### src/hdl/nbbr_pkg.sv
// Shared types and constants of the NAND bad-block remap unit.
package nbbr_pkg;

    localparam int TABLE_DEPTH = 64;
    localparam int BLOCK_BITS  = 12;
    localparam int COUNT_W     = $clog2(TABLE_DEPTH + 1);
    // A mapped block can run past the device by up to one block per table entry.
    localparam int VAL_W       = BLOCK_BITS + COUNT_W;
    localparam int S_TDATA_W   = ((BLOCK_BITS + 7) / 8) * 8;
    localparam int M_FIELDS_W  = BLOCK_BITS + 4 + COUNT_W;
    localparam int M_TDATA_W   = ((M_FIELDS_W + 7) / 8) * 8;

    localparam logic [BLOCK_BITS-1:0] LAST_BLOCK = {BLOCK_BITS{1'b1}};

    typedef logic [BLOCK_BITS-1:0] block_t;
    typedef logic [COUNT_W-1:0]    count_t;
    typedef logic [VAL_W-1:0]      val_t;

    typedef enum logic [0:0] {
        CMD_MAP    = 1'b0,
        CMD_INSERT = 1'b1
    } cmd_t;

    // Request travelling down the row of cells, one cell per cycle.
    // For a map, val is the running physical block; for an insert it holds the
    // entry being carried towards the tail in its low bits.
    typedef struct packed {
        logic valid;
        cmd_t cmd;
        val_t val;
        logic wr_en;
        logic dup;
        logic ins;
    } tok_t;

endpackage

### src/hdl/nbbr_cell.sv
// One table cell: holds a bad-block entry and processes the passing request.
module nbbr_cell (
    input  logic            aclk,
    input  logic            aresetn,
    input  nbbr_pkg::tok_t  tok_in,
    input  logic            occupied,
    input  logic            is_tail,
    output nbbr_pkg::tok_t  tok_out
);

    nbbr_pkg::block_t entry_reg;
    nbbr_pkg::block_t entry_next;
    nbbr_pkg::tok_t   tok_reg;
    nbbr_pkg::tok_t   tok_next;
    nbbr_pkg::val_t   entry_ext;
    nbbr_pkg::block_t carry;

    assign entry_ext = {{nbbr_pkg::COUNT_W{1'b0}}, entry_reg};
    assign carry     = tok_in.val[nbbr_pkg::BLOCK_BITS-1:0];

    always_comb begin
        tok_next   = tok_in;
        entry_next = entry_reg;
        if (tok_in.valid) begin
            if (tok_in.cmd == nbbr_pkg::CMD_MAP) begin
                // Every bad block at or below the running position pushes it on by one.
                if (occupied && (entry_ext <= tok_in.val)) begin
                    tok_next.val = tok_in.val + nbbr_pkg::val_t'(1);
                end
            end else if (occupied) begin
                if (!tok_in.dup && (entry_reg == carry)) begin
                    tok_next.dup = 1'b1;
                end else if (tok_in.wr_en && !tok_in.dup && (carry < entry_reg)) begin
                    // Swap: keep the smaller value here, carry the larger one on.
                    entry_next   = carry;
                    tok_next.val = entry_ext;
                end
            end else if (is_tail && tok_in.wr_en && !tok_in.dup) begin
                entry_next   = carry;
                tok_next.ins = 1'b1;
            end
        end
    end

    always_ff @(posedge aclk) begin
        if (!aresetn) begin
            tok_reg <= '0;
        end else begin
            tok_reg <= tok_next;
        end
        entry_reg <= entry_next;
    end

    assign tok_out = tok_reg;

endmodule

### config.mk
export PLATFORM = sky130hd
export DESIGN_NAME = nbbr_cell
export DESIGN_NICKNAME = d
export VERILOG_FILES = /design/src/hdl/nbbr_pkg.sv /design/src/hdl/nbbr_cell.sv
export SDC_FILE = /design/constraint.sdc
export NUM_CORES = 1
export LEC_CHECK = 0
export BUFFER_PORTS_ARGS = -buffer_cell sky130_fd_sc_hd__buf_4
export CORE_UTILIZATION = 41
export CTS_BUF_LIST = sky130_fd_sc_hd__clkbuf_8 sky130_fd_sc_hd__clkbuf_16
export DETAILED_ROUTE_END_ITERATION = 16
export GPL_TIMING_DRIVEN = 1
export PLACE_DENSITY = 0.71
export SLEW_MARGIN = 0
export SYNTH_ARGS = -nofsm -noshare
export SYNTH_HDL_FRONTEND = slang
export SYNTH_SLANG_ARGS = --single-unit
### constraint.sdc
create_clock -name aclk -period 3.4 [get_ports aclk]
set_input_delay 0.17 -clock aclk [delete_from_list [all_inputs] [get_ports aclk]]
set_output_delay 0.17 -clock aclk [all_outputs]
set_load 0.1 [all_outputs]
Yosys cells after proc, flatten, opt, wreduce, memory -nomap -nowiden. Cells that the tools add are included.

Eq/ne operators: 3. Magnitude comparators: 2. Muxes and demuxes: 16. $add $sub $neg: 1. Reduce and logical (&&, ||, !) cells: 9.

Operator list (number): 2-to-1 mux 19 bit (6); 2-to-1 mux 12 bit (4); adder 19 x 1 -> 19 bit (second input constant) (1); less-or-equal comparator 12 x 19 -> 1 bit (1); == test 12 bit (1); < comparator 12 bit (1); logical AND 1 bit (6); AND reduction 5 bit (1); 2-to-1 mux 1 bit (4); 2-to-1 mux 2 bit (2); != test 2 x 1 -> 1 bit (second input constant) (1); != test 2 bit (second input constant) (1); nonzero test 2 bit (1); logical NOT 1 bit (1).

Bits in registers: 36. Output and inout port bits: 24. Bits of input ports: 28. Logic and storage cells: 38.

Longest topological paths before layout.
Word-level depth: 8. Depth in mapped cells: 10.

Worst setup path before layout. No wires, ideal clock.

Path type: register -> register. From: register entry_reg[10]. To: register entry_reg[0] (enable). Setup time: 398 ps. Arrival: 2237 ps. Period minus slack after synthesis: 2635 ps. Setup slack: 765 ps. Path buffers: 1. Cell stages (with the launch flop): 9. Path through: edfxtp_1 -> ha_1 -> a21oi_1 -> nand2_1 -> a221o_1 -> a31oi_1 -> buf_2 -> nand3_1 -> o21ai_0.

Word-level cells in the longest chain between the ends: 4. Elaborated cells between the ends (all ways): 7.

RTL lines: from (decl) (line nbbr_cell.sv:11) `nbbr_pkg::block_t entry_reg;`; from (signal assigned) (line nbbr_cell.sv:51) `entry_reg <= entry_next;`; < comparator 12 bit or == test 12 bit (tied branches) (line nbbr_cell.sv:33, nbbr_cell.sv:31); logical AND 1 bit, on equally long branches (line nbbr_cell.sv:33, nbbr_cell.sv:31); != test 2 x 1 -> 1 bit (no line) or != test 2 bit (tied branches); AND reduction 5 bit (no line) *.

Every way passes the cells marked *; elsewhere a longest branch is shown, timed or not. A chain may end at the register's enable or synchronous reset.

Worst setup path in the final report.
From: register entry_reg[5]. To: register tok_reg (netlist bit tok_out[14]).

Word-level cells in the longest chain between the ends: 7. Elaborated cells between the ends (all ways): 12.

RTL lines: < comparator 12 bit (line nbbr_cell.sv:33) `end else if (tok_in.wr_en && !tok_in.dup && (carry < entry_reg)) begin`; logical AND 1 bit (line nbbr_cell.sv:33); 2-to-1 mux 19 bit (line nbbr_cell.sv:33); 2-to-1 mux 19 bit (line nbbr_cell.sv:31) `if (!tok_in.dup && (entry_reg == carry)) begin`; 2-to-1 mux 19 bit (line nbbr_cell.sv:30) `end else if (occupied) begin`; 2-to-1 mux 19 bit * (line nbbr_cell.sv:25) `if (tok_in.cmd == nbbr_pkg::CMD_MAP) begin`; 2-to-1 mux 19 bit * (line nbbr_cell.sv:24) `if (tok_in.valid) begin`; to (signal assigned) (line nbbr_cell.sv:49) `tok_reg <= tok_next;`; to (decl) (line nbbr_cell.sv:13) `nbbr_pkg::tok_t tok_reg;`.

Marked as above.

==> metrics.md <==
| Metric | Value |
|---|---|
| Status | `finished, final reports clean` |
| Crit start category | `flip-flop` |
| Synth Flop Type | `dfxtp_1` |
| F_max | `about 0.38 GHz` |
| Worst hold stages | `2` |
| Synth warnings | `0` |
| Dpl hpwl | `around 5100 µm` |
| Vias in the first global route | `roughly 2300` |
| Setup Crit Path Kind | `flip-flop to flip-flop` |
| Worst Setup End Kind | `flip-flop` |
| Design Area, Final | `2960 µm²` |
| Post-Place Setup Slack | `~0.77 ns` |
| Slew margin rel. | `0.605` |
| H-tree Lvls | `2` |
| Final setup viols | `0` |
| Final WL | `between 6000 and 7000 µm` |
| Syn Nets | `325` |
| Cell Area, Placed | `between 2000 and 3000 µm²` |
| Worst setup margin | `0.738 ns` |
| Area growth syn-to-layout | `22.7%` |
| Least-Margin Pin Slew | `between 0.5 and 0.6 ns` |
| Core Region | `approximately 5600 µm²` |
| Power per cell area | `between 300 and 400 nW/µm²` |
| RSZ-0062 raised after global routing | `false` |
| Synth Cell Area | `around 2400 µm²` |
| Critical R2R Launch | `entry_reg[5]` |
| Hold EP | `tok_out[0]` |
| Commonest non-fill, non-tap cell in the layout | `buf_4` |
| Worst r2r dst | `tok_out[14]` |
| Final global-route overflow total | `0` |
| Max FFs per register | `24` |
| Post-synth EDFFs | `12` |
| Final GP Congestion | `just over 0.9` |
| Clk Latency, worst-skew pair | `about 0.29 ns` |
| Worst vdd ir | `0.000187 V` |
| Post-CTS setup buffer count | `0` |
| CTS tree | `built` |
| Critical path arrival | `~2.8 ns` |
| Minimum clock period | `~2.7 ns` |
| Initial Utilization | `0.431` |
| Average cell area after synthesis | `approximately 8.9 µm²` |
| LEAKAGE | `between 1 and 1.5 nW` |
| Final Slew Violations | `0` |
| CTS Buf Count | `5` |
| 1st-pass router iterations | `5` |
| ANT cells | `0` |
| Overall Power | `about 0.0011 W` |
| Min-delay src | `tok_in[0]` |
| Nets | `roughly 380` |
| IO Count | `52` |
| GR Util All Layers | `0.233` |
| Clock Sinks | `36` |
| Vias | `about 2300` |
| Largest net degree at the start of global routing | `23` |
| Post-route ant nets | `0` |
| Seq/Total Area, Yosys | `0.348` |
| Die Y | `78.7 µm` |
| Cts repair resizes | `0` |
| Final Hold Fails | `0` |
| Maximum buffer depth of the clock tree | `2` |
| Fraction of registers with async set/reset | `0` |
| 1st-iter DRT viols | `between 300 and 400` |
| Yosys reg bits | `36` |
| Final setup TNS | `0 ns` |
| First-pass GRT wire length | `11300 µm` |
| Layout Skew | `about 0.0071 ns` |
| Hold Crit Class | `primary input to flip-flop` |
| Rows | `27` |
| Post-Syn Instances | `~270` |
| # Max-Cap Violations | `0` |
| Worst Reg-to-Reg Cells | `7` |
| CTS clk-pin slew, worst paths | `around 0.070 ns` |
| Clock tree root buffer cell | `clkbuf_8` |
| Worst reg2reg setup slack | `between 0.7 and 0.8 ns` |
| Synth unique cells | `57` |
| Die area | `roughly 6200 µm²` |
| CP Data Required Time | `about 3.6 ns` |
| DRC | `0` |
| IO Port Bufs | `just over 50` |
| Initial antenna violation count | `0` |
| Hold buffer count at cts | `0` |
| Crit-path max FO | `11` |
| WHS | `around 0.08 ns` |
| Die width | `about 80 µm` |
| Layout cells sized above 1 | `0.212` |
| Vias per inst | `around 6` |
| WL per Instance | `between 15 and 20 µm` |
| Fin crit share | `0.783` |
| Most frequent cells in the layout | `53 x buf_4, 35 x inv_1, 25 x ha_1, 24 x nand2_1, 24 x dfxtp_1` |
==> cell type report <==
cell class	count	area, µm²
inverters	34	128
clock buffers	7	96.3
repair buffers	53	398
fillers	530	2640
flip-flops and latches	36	841
clock inverters	1	3.75
multi-input cells	194	1410
well taps	72	90.1
==> worst max-delay path, cell delays in order (launching register included) <==
cell and delay, ns:
edfxtp_1 0.42, ha_1 0.35, nand4_1 0.15, or2_2 0.36, o22a_1 0.36, o311a_1 0.41
a31o_1 0.19, a2111oi_2 0.30
==> worst max path at each step <==
| stage | start | to | slack [ns] | cells after the start |
|---|---|---|---|---|
| detailed placement | tok_in[8] | tok_out[14] | 0.77 | 9 |
| global placement | entry_reg[4] | tok_out[14] | 0.80 | 8 |
| CTS | entry_reg[5] | tok_out[14] | 0.74 | 7 |
| global route | entry_reg[4] | tok_out[18] | 0.51 | 8 |
| floorplan | entry_reg[10] | entry_reg[0] | 0.77 | 8 |
| finish | entry_reg[5] | tok_out[14] | 0.74 | 7 |
==> cell usage after synthesis (8+ instances only) <==
master / instances / area share
a21oi_1: 12 / 0.025
a31oi_1: 9 / 0.023
dfxtp_1: 24 / 0.20
edfxtp_1: 12 / 0.15
ha_1: 25 / 0.13
inv_1: 34 / 0.053
nand2_1: 24 / 0.037
nand3_1: 15 / 0.031
nand4_1: 8 / 0.021
nor2_1: 16 / 0.025
o211ai_1: 8 / 0.025
==> power breakdown <==
part | switching [W] | internal (W)
Sequential | 0.00000663 | 0.000466
Clock | 0.000152 | 0.000182
Combinational | 0.000254 | 0.0000895
Total | 0.000412 | 0.000737
==> cell families (layout without fill, tap and decap cells) <==
logic type	count (synthesis)	after routing	synth area share
AO/OA/AOI/OAI	72	72	0.221
AND/OR/NAND/NOR	92	92	0.212
buffers and inverters	42	95	0.0689
XOR/XNOR	1	1	0.00363
multiplexers	4	4	0.0166
adder cells (fa/ha/maj)	25	25	0.130
flip-flops	36	36	0.348
==> layer usage <==
layer  GRT usage  up-vias  share of wire
li1            -     1114              -
met1       0.292     1066           0.42
met2       0.381      149           0.46
met3      0.0483       20          0.089
met4       0.107        0          0.033
met5           0        -              0
==> per-stage QoR <==
step,utilization,cells
2_1_floorplan,-,272
3_3_place_gp,0.511,389
3_5_place_dp,0.511,389
4_1_cts,0.529,397
5_1_grt,0.529,397
6_report,0.529,397
No activity file was read; power rests on OpenSTA's default activity.
